`src/rtl/g6esd_pkg.sv`:
```
// ----------------------------------------------------------------------------
// g6esd_pkg
// Shared types, constants and helpers for the graph6 line decoder.
// ----------------------------------------------------------------------------
package g6esd_pkg;

	localparam int MAX_VERTICES = 62;
	localparam int QUEUE_DEPTH  = 4;

	localparam logic [7:0] CHAR_BIAS = 8'd63;
	localparam logic [7:0] CHAR_TOP  = 8'd126;
	localparam logic [8:0] BODY_MAX  = 9'd511;

	localparam logic [2:0] ST_OK     = 3'd0;
	localparam logic [2:0] ST_BAD    = 3'd1;
	localparam logic [2:0] ST_COUNT  = 3'd2;
	localparam logic [2:0] ST_LENGTH = 3'd3;
	localparam logic [2:0] ST_EMPTY  = 3'd4;

	localparam logic RK_EDGE   = 1'b0;
	localparam logic RK_STATUS = 1'b1;

	// one classified item waiting for the back end
	typedef struct packed {
		logic [5:0]  bits;
		logic        body;
		logic        fin;
		logic [2:0]  st;
		logic [5:0]  vc;
		logic [10:0] total;
	} q_entry_t;

	typedef struct packed {
		logic        kind;
		logic [5:0]  lo;
		logic [5:0]  hi;
		logic [2:0]  st;
		logic [5:0]  vc;
		logic [10:0] et;
		logic        last;
	} result_t;

	// number of vertex pairs n(n-1)/2
	function automatic logic [10:0] pair_count(input logic [5:0] n);
		logic [5:0]  nm1;
		logic [11:0] prod;
		nm1  = (n == 6'd0) ? 6'd0 : n - 6'd1;
		prod = 12'(n) * 12'(nm1);
		return prod[11:1];
	endfunction

endpackage

```
`src/rtl/g6esd_front.sv`:
```
// ----------------------------------------------------------------------------
// g6esd_front
// Accepts characters, tracks header, length and error state, queues work.
// ----------------------------------------------------------------------------
module g6esd_front (
	input  logic                 clk,
	input  logic                 arst_n,
	input  logic                 in_valid,
	output logic                 in_ready,
	input  logic [7:0]           char_byte,
	input  logic                 has_char,
	input  logic                 line_end,
	output logic                 push_valid,
	input  logic                 push_ready,
	output g6esd_pkg::q_entry_t  push_data
);
	import g6esd_pkg::*;

	logic        header_q;
	logic [5:0]  count_q;
	logic [10:0] total_q;
	logic [8:0]  body_q;
	logic [2:0]  err_q;

	logic        good;
	logic [7:0]  diff;
	logic [6:0]  val;
	logic        hdr_n;
	logic [5:0]  cnt_n;
	logic [10:0] tot_n;
	logic [8:0]  body_n;
	logic [2:0]  err_n;
	logic        body_go;
	logic [11:0] body_x6;
	logic [11:0] tot_x;
	logic        len_ok;
	logic [2:0]  st;
	logic        accept;

	always_comb begin
		good    = (char_byte >= CHAR_BIAS) && (char_byte <= CHAR_TOP);
		diff    = char_byte - CHAR_BIAS;
		val     = good ? diff[6:0] : 7'd0;
		hdr_n   = header_q;
		cnt_n   = count_q;
		tot_n   = total_q;
		body_n  = body_q;
		err_n   = err_q;
		body_go = 1'b0;
		if (has_char) begin
			if (!header_q) begin
				hdr_n = 1'b1;
				if (!good) begin
					if (err_n == ST_OK) err_n = ST_BAD;
				end else if (val > 7'(MAX_VERTICES)) begin
					if (err_n == ST_OK) err_n = ST_COUNT;
				end else begin
					cnt_n = val[5:0];
				end
				tot_n = pair_count(cnt_n);
			end else begin
				if (body_q != BODY_MAX) body_n = body_q + 9'd1;
				if (!good && err_n == ST_OK) err_n = ST_BAD;
				body_go = (err_n == ST_OK);
			end
		end
		// body length must be ceil(total/6): 6*len - 6 < total <= 6*len
		body_x6 = {2'b00, body_n, 1'b0} + {1'b0, body_n, 2'b00};
		tot_x   = {1'b0, tot_n};
		len_ok  = (tot_x <= body_x6) && ((tot_x + 12'd6) > body_x6);
		if (!hdr_n)
			st = ST_EMPTY;
		else if (err_n == ST_OK && !len_ok)
			st = ST_LENGTH;
		else
			st = err_n;

		push_data.bits  = val[5:0];
		push_data.body  = body_go;
		push_data.fin   = line_end;
		push_data.st    = st;
		push_data.vc    = cnt_n;
		push_data.total = tot_n;
	end

	assign push_valid = in_valid && (body_go || line_end);
	assign in_ready   = push_ready;
	assign accept     = in_valid && in_ready;

	always_ff @(posedge clk or negedge arst_n) begin
		if (!arst_n) begin
			header_q <= 1'b0;
			count_q  <= '0;
			total_q  <= '0;
			body_q   <= '0;
			err_q    <= ST_OK;
		end else if (accept) begin
			if (line_end) begin
				header_q <= 1'b0;
				count_q  <= '0;
				total_q  <= '0;
				body_q   <= '0;
				err_q    <= ST_OK;
			end else begin
				header_q <= hdr_n;
				count_q  <= cnt_n;
				total_q  <= tot_n;
				body_q   <= body_n;
				err_q    <= err_n;
			end
		end
	end

endmodule

```
`src/rtl/g6esd_queue.sv`:
```
// ----------------------------------------------------------------------------
// g6esd_queue
// Short register queue between the front and back ends.
// ----------------------------------------------------------------------------
module g6esd_queue (
	input  logic                 clk,
	input  logic                 arst_n,
	input  logic                 push_valid,
	output logic                 push_ready,
	input  g6esd_pkg::q_entry_t  push_data,
	output logic                 head_valid,
	input  logic                 pop,
	output g6esd_pkg::q_entry_t  head
);
	import g6esd_pkg::*;

	localparam int PW = $clog2(QUEUE_DEPTH);

	q_entry_t      mem_q [QUEUE_DEPTH];
	logic [PW-1:0] wr_q;
	logic [PW-1:0] rd_q;
	logic [PW:0]   cnt_q;
	logic          do_push;
	logic          do_pop;

	assign push_ready = (cnt_q != (PW+1)'(QUEUE_DEPTH));
	assign head_valid = (cnt_q != '0);
	assign head       = mem_q[rd_q];
	assign do_push    = push_valid && push_ready;
	assign do_pop     = pop && head_valid;

	always_ff @(posedge clk) begin
		if (do_push) mem_q[wr_q] <= push_data;
	end

	always_ff @(posedge clk or negedge arst_n) begin
		if (!arst_n) begin
			wr_q  <= '0;
			rd_q  <= '0;
			cnt_q <= '0;
		end else begin
			if (do_push) wr_q <= wr_q + PW'(1);
			if (do_pop) rd_q <= rd_q + PW'(1);
			unique case ({do_push, do_pop})
				2'b10:   cnt_q <= cnt_q + (PW+1)'(1);
				2'b01:   cnt_q <= cnt_q - (PW+1)'(1);
				default: cnt_q <= cnt_q;
			endcase
		end
	end

endmodule

```
`src/rtl/g6esd_back.sv`:
```
// ----------------------------------------------------------------------------
// g6esd_back
// Walks the vertex pairs one bit per cycle unless the output stalls, and drives the result register.
// ----------------------------------------------------------------------------
module g6esd_back (
	input  logic                 clk,
	input  logic                 arst_n,
	input  logic                 head_valid,
	input  g6esd_pkg::q_entry_t  head,
	output logic                 pop,
	output logic                 out_valid,
	input  logic                 out_ready,
	output g6esd_pkg::result_t   res
);
	import g6esd_pkg::*;

	localparam logic [2:0] BPOS_LAST = 3'd5;
	localparam logic [2:0] BPOS_DONE = 3'd6;

	logic [5:0]  col_low_q;
	logic [5:0]  col_high_q;
	logic [10:0] pair_q;
	logic [10:0] edges_q;
	logic [2:0]  bpos_q;
	logic        ov_q;
	result_t     res_q;

	logic        out_free;
	logic        body_act;
	logic [2:0]  cur;
	logic        emit;
	logic [10:0] rem_full;
	logic [2:0]  rem;
	logic        more;
	logic        last_step;
	logic        step;
	logic        do_status;
	logic        load;
	result_t     nres;
	logic [5:0]  low_n;
	logic [5:0]  high_n;

	always_comb begin
		out_free  = !ov_q || out_ready;
		body_act  = head.body && (bpos_q != BPOS_DONE) && (pair_q < head.total);
		cur       = BPOS_LAST - bpos_q;
		emit      = head.bits[cur];
		rem_full  = head.total - pair_q - 11'd1;
		rem       = (rem_full > 11'd7) ? 3'd7 : rem_full[2:0];
		// any set bit later in this character that still maps to a pair
		more = 1'b0;
		for (int i = 0; i < 6; i++) begin
			if ((3'(i) < cur) && ((cur - 3'(i)) <= rem) && head.bits[i]) more = 1'b1;
		end
		last_step = (bpos_q == BPOS_LAST) || (rem_full == 11'd0);

		step      = 1'b0;
		do_status = 1'b0;
		pop       = 1'b0;
		if (head_valid) begin
			if (body_act) begin
				step = !emit || out_free;
				pop  = step && last_step && !head.fin;
			end else if (head.fin) begin
				do_status = out_free;
				pop       = out_free;
			end else begin
				pop = 1'b1;
			end
		end
		load = (step && emit) || do_status;

		if (do_status) begin
			nres.kind = RK_STATUS;
			nres.lo   = '0;
			nres.hi   = '0;
			nres.st   = head.st;
			nres.vc   = head.vc;
			nres.et   = edges_q;
			nres.last = 1'b1;
		end else begin
			nres.kind = RK_EDGE;
			nres.lo   = col_low_q;
			nres.hi   = col_high_q;
			nres.st   = ST_OK;
			nres.vc   = head.vc;
			nres.et   = edges_q + 11'd1;
			nres.last = !more && !head.fin;
		end

		// column order walk
		if ((col_high_q - col_low_q) > 6'd1) begin
			low_n  = col_low_q + 6'd1;
			high_n = col_high_q;
		end else begin
			low_n  = 6'd0;
			high_n = col_high_q + 6'd1;
		end
	end

	always_ff @(posedge clk or negedge arst_n) begin
		if (!arst_n) begin
			col_low_q  <= 6'd0;
			col_high_q <= 6'd1;
			pair_q     <= '0;
			edges_q    <= '0;
			bpos_q     <= '0;
			ov_q       <= 1'b0;
		end else begin
			if (step) begin
				col_low_q  <= low_n;
				col_high_q <= high_n;
				pair_q     <= pair_q + 11'd1;
				if (emit) edges_q <= edges_q + 11'd1;
				if (!last_step) bpos_q <= bpos_q + 3'd1;
				else if (head.fin) bpos_q <= BPOS_DONE;
				else bpos_q <= '0;
			end else if (do_status) begin
				col_low_q  <= 6'd0;
				col_high_q <= 6'd1;
				pair_q     <= '0;
				edges_q    <= '0;
				bpos_q     <= '0;
			end else if (pop) begin
				bpos_q <= '0;
			end
			if (out_free) ov_q <= load;
		end
	end

	always_ff @(posedge clk) begin
		if (out_free && load) res_q <= nres;
	end

	assign out_valid = ov_q;
	assign res       = res_q;

endmodule

```
`src/rtl/graph6_edge_stream_decoder.sv`:
```
// ----------------------------------------------------------------------------
// graph6_edge_stream_decoder
// Decodes a graph6 line into edge results and one end-of-line status.
// ----------------------------------------------------------------------------
//  channel  direction  handshake             payload
//  in       input      in_valid / in_ready   char_byte, has_char, line_end
//  out      output     out_valid / out_ready result_kind, low_vertex, high_vertex,
//                                            status, num_vertices, edge_total,
//                                            last_of_run
//
//  the front takes one item per cycle while its 4-entry queue has room
//  the back walks one vertex pair per cycle unless the output stalls: a body
//  character covers up to six pairs, and a line end adds the status result
//  reset clears all line state; no clearing pass
//  out_ready low stalls the back only; the front keeps filling the queue
// ----------------------------------------------------------------------------
module graph6_edge_stream_decoder (
	input  logic        clk,
	input  logic        arst_n,
	input  logic        in_valid,
	output logic        in_ready,
	input  logic [7:0]  char_byte,
	input  logic        has_char,
	input  logic        line_end,
	output logic        out_valid,
	input  logic        out_ready,
	output logic        result_kind,
	output logic [5:0]  low_vertex,
	output logic [5:0]  high_vertex,
	output logic [2:0]  status,
	output logic [5:0]  num_vertices,
	output logic [10:0] edge_total,
	output logic        last_of_run
);
	import g6esd_pkg::*;

	logic     push_valid;
	logic     push_ready;
	q_entry_t push_data;
	logic     head_valid;
	logic     pop;
	q_entry_t head;
	result_t  res;

	g6esd_front u_front (
		.clk        (clk),
		.arst_n     (arst_n),
		.in_valid   (in_valid),
		.in_ready   (in_ready),
		.char_byte  (char_byte),
		.has_char   (has_char),
		.line_end   (line_end),
		.push_valid (push_valid),
		.push_ready (push_ready),
		.push_data  (push_data)
	);

	g6esd_queue u_queue (
		.clk        (clk),
		.arst_n     (arst_n),
		.push_valid (push_valid),
		.push_ready (push_ready),
		.push_data  (push_data),
		.head_valid (head_valid),
		.pop        (pop),
		.head       (head)
	);

	g6esd_back u_back (
		.clk        (clk),
		.arst_n     (arst_n),
		.head_valid (head_valid),
		.head       (head),
		.pop        (pop),
		.out_valid  (out_valid),
		.out_ready  (out_ready),
		.res        (res)
	);

	assign result_kind  = res.kind;
	assign low_vertex   = res.lo;
	assign high_vertex  = res.hi;
	assign status       = res.st;
	assign num_vertices = res.vc;
	assign edge_total   = res.et;
	assign last_of_run  = res.last;

`ifndef ASSERT_OFF
	a_status_last: assert property (@(posedge clk) disable iff (!arst_n)
		out_valid && result_kind == RK_STATUS |-> last_of_run)
		else $error("status result without last_of_run");

	a_edge_order: assert property (@(posedge clk) disable iff (!arst_n)
		out_valid && result_kind == RK_EDGE |-> low_vertex < high_vertex
			&& status == ST_OK && edge_total != 11'd0)
		else $error("malformed edge result");

	a_status_zero: assert property (@(posedge clk) disable iff (!arst_n)
		out_valid && result_kind == RK_STATUS |-> low_vertex == 6'd0
			&& high_vertex == 6'd0)
		else $error("status result carries vertices");

	a_pop_has_head: assert property (@(posedge clk) disable iff (!arst_n)
		pop |-> head_valid)
		else $error("queue popped while empty");
`endif

endmodule
```
`config.mk`:
```
export PLATFORM = sky130hd
export DESIGN_NAME = graph6_edge_stream_decoder
export DESIGN_NICKNAME = d
export VERILOG_FILES = /design/src/rtl/g6esd_pkg.sv /design/src/rtl/g6esd_front.sv /design/src/rtl/g6esd_queue.sv /design/src/rtl/g6esd_back.sv /design/src/rtl/graph6_edge_stream_decoder.sv
export SDC_FILE = /design/constraint.sdc
export NUM_CORES = 1
export LEC_CHECK = 0
export BUFFER_PORTS_ARGS = -buffer_cell sky130_fd_sc_hd__clkbuf_2
export CORE_MARGIN = 2
export CORE_UTILIZATION = 44
export DETAILED_ROUTE_END_ITERATION = 16
export HOLD_SLACK_MARGIN = 0.15
export PLACE_DENSITY = 0.58
export SLEW_MARGIN = 10
export SYNTH_ARGS = -nofsm -noshare
export SYNTH_HDL_FRONTEND = slang
export SYNTH_SLANG_ARGS = --single-unit
```
`constraint.sdc`:
```
create_clock -name clk -period 13.8 [get_ports clk]
set_input_delay 1.38 -clock clk [delete_from_list [all_inputs] [get_ports clk]]
set_output_delay 1.38 -clock clk [all_outputs]
set_load 0.02 [all_outputs]
```
# ---- Word level (Yosys, flattened, before mapping)
# Memory sizes are Yosys's and may differ from the RTL's.
# Cells that the tools add are included.
dict set report word_totals {
  input_bits 14
  register_bits 109
  memories 1
  word_cells 192
  out_inout_bits 36
  ram_bits 112
}
dict set report op_classes {
  eq_ne 8
  order_cmp 21
  add_sub_neg 23
  mux 68
  n_reduce_logical 49
  mul 1
}
# name words width rd rd_ports_with_merged_regs write_ports line_no
set mem_list {}
lappend mem_list {u_queue.mem_q 4 28 1 0 1 g6esd_queue.sv:19} ;# q_entry_t mem_q [QUEUE_DEPTH];
# cell n
set ops {}
lappend ops {{$mux 6} 14}
lappend ops {{$mux 11} 7}
lappend ops {{$mux 3} 18}
lappend ops {{$mux 9} 4}
lappend ops {{$mux 34} 1}
lappend ops {{$logic_and 1x1->1} 27}
lappend ops {{$add 11x1->11 const B} 2}
lappend ops {{$mux 1} 21}
lappend ops {{$le 3x3->1} 6}
lappend ops {{$add 10x11->12} 1}
lappend ops {{$add 11x3->12 const B} 1}
lappend ops {{$add 6x1->6 const B} 2}
lappend ops {{$gt 12x12->1} 1}
lappend ops {{$le 11x12->1} 1}
lappend ops {{$mul 6x6->12} 1}
lappend ops {{$gt 11x3->1 const B} 1}
lappend ops {{$logic_not 11->1} 1}
lappend ops {{$lt 11x11->1} 1}
lappend ops {{$sub 11x1->11 const B} 1}
lappend ops {{$sub 11x11->11} 1}
lappend ops {{$add 9x1->9 const B} 1}
lappend ops {{$logic_not 3->1} 3}
lappend ops {{$ne 9x9->1 const B} 1}
lappend ops {{$ge 8x6->1 const B} 1}
lappend ops {{other kinds (31)} 52}

# ---- Logic depth before layout (Yosys ltp)
# Gate-level depths: netlist of run 1.
dict set report depth {
  ltp_word 20
  mapped_depth 35
  mapped_depth_nobuf 35
}

# ---- Modules after synthesis
# A second synthesis of run 1 with hierarchy kept.
dict set report hier_totals {
  cells_unflattened 1163
  area_unflattened_um2 13296.5
}
# mod instances area_per_inst_um2 seq_area_each_um2 cells_each
set by_module_without_submodules {}
lappend by_module_without_submodules {g6esd_back 1 4740.8 1973.1 496}
lappend by_module_without_submodules {g6esd_queue 1 4453.0 3538.4 183}
lappend by_module_without_submodules {g6esd_front 1 4102.7 750.7 484}

# ---- Worst setup path after synthesis of run 1
# OpenSTA, ideal clock, no wires.
dict set report synth_timing {
  path_kind {input-to-reg}
  startpoint {input port char_byte[0]}
  endpoint {memory u_queue.mem_q[0][17] (netlist bit) (data pin)}
  arrival_ns 8.478
  stages 30
  t_required_ns 13.520
  n_path_buf 1
  setup_slack_ns 5.041
  setup_ns 0.280
  path_cell_list {ha_1 xnor2_1 nor4b_2 a311oi_1 buf_2 mux2i_1 ha_1 nand3_1 o21a_1 or2_1 fa_1 fa_1 fa_1 inv_1 ha_1 nor2b_1 o21ai_0 and3_1 o31ai_1 nand3_1 or3_1 xnor2_1 ha_1 nand4_1 nor2_1 a21oi_1 o211ai_1 o221ai_1 o211ai_1 nand3_1}
}
# item line_no
set synth_lines {}
lappend synth_lines {{start, declared} graph6_edge_stream_decoder.sv:22} ;# input logic [7:0] char_byte,
lappend synth_lines {{end, declared} g6esd_queue.sv:19}

==> results.toml, run 1 <==
[timing]
final_max_slew_viol_count = 0
clock.fmax_mhz = 102
fin_crit_sh_pct = 71.0
setup_repair_after_global_routing_missed_its_margin = "no"
fin_tns_setup_ns = 0
setup_violations = 0
timing_hold_violations_final = 0
max_slew.worst_pin.slew_ns = 1.03
period_minus_slack_ns = 9.80
clock-skew-final_ns = 0.0228
max_slew_margin_pct = 30.6

[global_routing]
grt_max_degree = 43
first_global_vias = 8708
grt_util_overall_pct = 18.0
antenna_found_initial = 0
grt_pass1_wl_um = 45200
gr-total-overflow = 0

[detailed_routing]
routed_wire_length_per_instance_um = 16.9
routed_wl_um = 27300
firstDrtPassIters = 5
drt_iter0_drc = 481
vias = 8760
post_drt_antenna_nets = 0
post-route-drc-count = 0
vias_per_cell = 5.43

[setup_path]
worstPathMaxFanout = 11
worstPathBufferInverterCount = 2
dominant_cell_type_by_count_on_the_critical_path = "sky130_fd_sc_hd__ha_1"
crit_arrival_ns = 10.11
worst_setup_path_end_kind = "flop"
critPathLaunchType = "input pin"
cpLargestDelayFamily = "adder cells"
cp_slowest_stage_delay_ns = 0.85
crit_slowest_cell = "sky130_fd_sc_hd__o31ai_1"
worstSetupPathDepth = 29
reg2reg_depth = 24
worstSetupPathType = "in2reg"
crit_required_ns = 14.10

[final_layout]
layout_commonest_cell = "sky130_fd_sc_hd__edfxtp_1"
area_growth_syn_to_layout_pct = 10.8
drive_gt1_share_pct = 12.7
combined_area_of_the_multi_input_logic_cells_sq_mm = 0.00641
n_fill_cell = 2719
diodes = 0
most_frequent_cells_in_the_layout = "146 x sky130_fd_sc_hd__edfxtp_1, 112 x sky130_fd_sc_hd__ha_1, 101 x sky130_fd_sc_hd__inv_1"
fin_nets = 1352
seqCellArea_sq_mm = 0.00626
final_core_util_pct = 49.4

[clock_network]
clk_pin_slew_worst_paths_ns = 0.06
cts-buffers-inserted = 24
clk-insertion-delay-late_ns = 0.53
max-clock-path-buffers = 3
cts.hold.buffers_added = 0
clkSinkCount = 221
postCtsSetupRepairBufs = 0
clock_tree.root_cell = "sky130_fd_sc_hd__clkbuf_16"
tritoncts = "done"
htree_num_levels = 1
post_cts.resized_instances = 0

[synth]
synthesis.area_sq_mm = 0.0132
synth_nets = 1301
synth_largest_area_cell = "sky130_fd_sc_hd__edfxtp_1"
synth-async-reset-ratio_pct = 33.9
synth-seq-area-share_pct = 47.4
syn_inst = 1154
synth_mux_area_share_pct = 7.61
synth_compound_area_share_pct = 10.8
synth_area_leaders = "sky130_fd_sc_hd__edfxtp_1 33%, sky130_fd_sc_hd__dfrtp_1 14%, sky130_fd_sc_hd__ha_1 11%"
count_of_flip_flops_with_a_built_in_enable_after_synthesis = 146
syn_area_per_cell_sq_um = 11.5
synth_top_cell_area_share_pct = 33.2
synth_xor_area_share_pct = 3.71
synth_flop_cell = "sky130_fd_sc_hd__edfxtp_1"
synth.distinct_cells = 75
synth_fa_ha_area_share_pct = 13.8
simple_gate_area_share_of_the_yosys_netlist_pct = 12.6
ys_seq_elements = 221
synth.yosys.warnings = 0
largest_family_of_logic_cells_by_synthesized_area = "adder cells"

[pwr]
power.leakage_nw = 6.17
pwr_density_mw_per_mm2 = 205
power.ir.vdd_worst_mv = 0.104

[place]
hpwl_um = 19700
routabilityCongestion = 0.853
placement.io_buffers = 49

[die]
start_util_pct = 44.6
coreArea_sq_mm = 0.0296
floorplan.die.width_um = 177
number_of_placement_rows = 63
number_of_top_level_design_ports = 50
die_area_sq_mm = 0.0314
die_h_um = 177

[hold_path]
whs_path_depth = 2
min-delay-path-class = "reg2reg"

[run]
maxCapViolCount = 0

[run_status]
run_status = "finished, final reports clean"
## cell usage after synthesis, types with 15 or more instances
cell type and count:
sky130_fd_sc_hd__nor2_1 72, sky130_fd_sc_hd__inv_1 101, sky130_fd_sc_hd__mux4_2 30, sky130_fd_sc_hd__nor2b_1 25, sky130_fd_sc_hd__clkbuf_1 19, sky130_fd_sc_hd__a21oi_1 44, sky130_fd_sc_hd__edfxtp_1 146, sky130_fd_sc_hd__nand3_1 41
sky130_fd_sc_hd__and2_1 17, sky130_fd_sc_hd__mux2i_1 27, sky130_fd_sc_hd__nand2_1 80, sky130_fd_sc_hd__xor2_1 23, sky130_fd_sc_hd__dfrtp_1 74, sky130_fd_sc_hd__nand2b_1 15, sky130_fd_sc_hd__fa_1 21, sky130_fd_sc_hd__ha_1 112
sky130_fd_sc_hd__o21ai_0 62, sky130_fd_sc_hd__xnor2_1 33
## cells by family (layout without fill, tap and decap cells)
kind of cell / Yosys count / in the layout
DFF: 221 / 221
AOI/OAI and AO/OA: 218 / 218
and+or+nand+nor: 329 / 329
muxes: 62 / 62
xor gates and xnor gates: 56 / 56
adders and majority gates: 133 / 133
buffers and inverters: 135 / 203
## routing by layer
layer	routed length, um	global-route usage (%)	part of all wire (%)	vias up
met1	12700	24.8	47	4266
met4	536	4.10	2.0	0
met2	13000	30.7	48	172
met3	1020	1.99	3.7	36
li1	-	-	-	4286
met5	0	0	0	-
## power breakdown
| part | leakage (nW) | switching [mW] | internal [mW] | total, mW |
|---|---|---|---|---|
| clock | 0.382 | 0.260 | 0.373 | 0.633 |
| sequential | 2.37 | 0.0912 | 0.913 | 1.00 |
| combinational | 3.42 | 0.828 | 0.540 | 1.37 |
## worst min-delay path, delay by kind of cell, from the launching register on
kind	cells	cell delay [ns]
DFF	1	0.34
AOI/OAI and AO/OA	1	0.05
and+or+nand+nor	1	0.05
## layout make-up
cell class                      count  area share [%]
Clock buffer                       29            4.44
Inverter                          101            2.59
Timing Repair Buffer               59            2.20
Sequential cell                   221            42.8
Tap cell                          390            3.33
Multi-Input combinational cell    798            43.8
Clock inverter                     14           0.854
## registers in the layout (all words and copies together), names as in the netlist, 6 cells and up
signal	count
u_queue.mem_q	112
u_back.res	34
u_back.edges_q	11
u_back.pair_q	11
u_front.total_q	11
u_front.body_q	9
u_back.col_high_q	6
u_back.col_low_q	6
u_front.count_q	6
## per-stage QoR
step / setup slack [ns] / cells / total power, mW / hold slack, ns / cell area [sq um]
2_1_floorplan: 5.04 / 1154 / 2.05 / 0.442 / 13200
3_3_place_gp: 3.88 / 1569 / 2.38 / 0.461 / 13900
3_5_place_dp: 3.49 / 1569 / 2.40 / 0.466 / 13900
4_1_cts: 4.01 / 1612 / 3.04 / 0.480 / 14600
5_1_grt: 3.25 / 1612 / 3.25 / 0.495 / 14600
6_report: 4.00 / 1612 / 3.00 / 0.472 / 14600
## path summary, 6_finish.rpt
kind	start	to	slack (ns)
max	char_byte[0]	u_queue.mem_q[3][18]	4.00
min	u_front.total_q[2]	u_front.total_q[2]	0.47
max reg2reg	u_front.count_q[0]	u_queue.mem_q[3][18]	5.98
min reg2reg	u_front.total_q[2]	u_front.total_q[2]	0.47
max in group asynchronous	arst_n	u_queue.rd_q[0]	11.98
min in group asynchronous	arst_n	u_back.col_low_q[2]	0.81
(Power assumes the default switching activity.)
==> run 2, diff against run 1 <==
==> constraint.sdc (replaced) <==
create_clock -name clk -period 9.05 [get_ports clk]
set_input_delay 0.905 -clock clk [delete_from_list [all_inputs] [get_ports clk]]
set_output_delay 0.905 -clock clk [all_outputs]
set_load 0.02 [all_outputs]
==> run 2 against run 1 <==
Net effect: via count is 0.14% lower; setup slack worse by 3.2 ns; first-iteration DRC count is 23% higher; sequential share of layout area is 0.48 points lower; clock skew is 0.0059 ns lower; flip-flop and latch count stayed put; design area is 1.1% higher; non-clock buffer count is 10 higher; highest routed layer unchanged; clock power is 63% higher; clock-buffer cell count is 6 higher; hold slack worse by 0.15 ns; utilization is 0.56 points higher.
==> results.toml, run 2 (synthesis gave the netlist of run 1 again) <==
[clock_network]
clk_pin_slew_worst_paths_ns = 0.06
cts-buffers-inserted = 27
max-clock-path-buffers = 3
tritoncts = "done"
cts.hold.buffers_added = 0
clkSinkCount = 221
postCtsSetupRepairBufs = 0
clock_tree.root_cell = "sky130_fd_sc_hd__clkbuf_16"
htree_num_levels = 1
clk-insertion-delay-late_ns = 0.52
post_cts.resized_instances = 0

[final_layout]
drive_gt1_share_pct = 13.7
area_growth_syn_to_layout_pct = 12.0
final_area_sq_mm = 0.0148
diodes = 0
n_fill_cell = 2690
most_frequent_cells_in_the_layout = "146 x sky130_fd_sc_hd__edfxtp_1, 112 x sky130_fd_sc_hd__ha_1, 101 x sky130_fd_sc_hd__inv_1"
final_cell_count_no_fill = 1628
top_register = "u_queue.mem_q"
combined_area_of_the_multi_input_logic_cells_sq_mm = 0.00641
largest_reg_flops = 112
layout_commonest_cell = "sky130_fd_sc_hd__edfxtp_1"
fin_nets = 1365
seqCellArea_sq_mm = 0.00626

[setup_path]
worstPathMaxFanout = 8
worst_setup_path_end_kind = "flop"
worstSetupPathType = "in2reg"
crit_arrival_ns = 8.51
cpLargestDelayFamily = "adder cells"
crit_required_ns = 9.28
crit_slowest_cell = "sky130_fd_sc_hd__fa_1"
cp_slowest_stage_delay_ns = 0.58
r2r_start = "u_front.count_q[0]"
worstPathBufferInverterCount = 5
critical_path.startpoint = "char_byte[0]"
critPathLaunchType = "input pin"

[timing]
fin_tns_setup_ns = 0
setup_violations = 0
max_slew_margin_pct = 34.2
timing_hold_violations_final = 0
max_slew.worst_pin.slew_ns = 0.988
clock-skew-final_ns = 0.0169
fin_crit_sh_pct = 91.5
clock.fmax_mhz = 121
hold_slack_ns = 0.322
period_minus_slack_ns = 8.28
final_max_slew_viol_count = 0
setup_repair_after_global_routing_missed_its_margin = "no"

[run]
maxCapViolCount = 0

[die]
die_area_sq_mm = 0.0314
floorplan.die.width_um = 177
die_h_um = 177
start_util_pct = 44.6
coreArea_sq_mm = 0.0296
number_of_placement_rows = 63
number_of_top_level_design_ports = 50

[detailed_routing]
post_drt_antenna_nets = 0
firstDrtPassIters = 5
drt_iter0_drc = 592
vias_per_cell = 5.37
post-route-drc-count = 0
routed_wire_length_per_instance_um = 17.0
routed_wl_um = 27700
vias = 8748

[global_routing]
grt_pass1_wl_um = 45600
grt_max_degree = 46
grt_util_overall_pct = 18.2
antenna_found_initial = 0
first_global_vias = 8734
gr-total-overflow = 0

[place]
hpwl_um = 19700
placement.io_buffers = 49
postPlaceCellArea_sq_mm = 0.0139
dp_cells = 1579
routabilityCongestion = 0.874

[hold_path]
min-delay-path-class = "in2async"

[pwr]
power.ir.vdd_worst_mv = 0.150
power.leakage_nw = 6.26
pwr_density_mw_per_mm2 = 315

[run_status]
run_status = "finished, final reports clean"
==> run 2: final timing paths <==
check                                       end  slack, ns  cells past startpoint
max                        u_queue.mem_q[2][17]       0.77                     34
min                         u_back.col_low_q[4]       0.32                      1
max reg2reg                u_queue.mem_q[2][17]       1.91                     27
min reg2reg                  u_front.total_q[0]       0.49                      2
max in group asynchronous       u_queue.rd_q[0]       7.68                      2
min in group clk             u_front.total_q[0]       0.49                      2
==> run 2: per-layer routing <==
| layer | GRT usage, % | share of wire [%] | vias up |
|---|---|---|---|
| met2 | 31.9 | 49 | 140 |
| met5 | 0 | 0 | - |
| li1 | - | - | 4303 |
| met3 | 2.46 | 3.3 | 41 |
| met1 | 23.9 | 45 | 4264 |
| met4 | 4.68 | 2.3 | 0 |
==> run 2: layout make-up <==
class | count | area share (%)
multi-input cells | 798 | 43.3
flip-flops and latches | 221 | 42.3
clock buffers | 35 | 4.90
well taps | 390 | 3.30
repair buffers | 69 | 2.69
inverters | 101 | 2.56
clock inverters | 14 | 0.946
==> run 2: power by group <==
group / internal (mW) / total (mW) / switching, mW
Clock: 0.623 / 1.03 / 0.411
Sequential: 1.39 / 1.52 / 0.126
Combinational: 0.833 / 2.12 / 1.28
Total: 2.85 / 4.67 / 1.82
==> run 2: per-stage QoR <==
step	setup slack (ns)	utilization, %	power [mW]
after floorplan	0.766	-	3.13
after global placement	0.493	47.0	3.64
after detailed placement	0.358	47.0	3.67
after CTS	0.814	50.0	4.73
after global routing	0.162	50.0	5.05
final	0.771	50.0	4.67
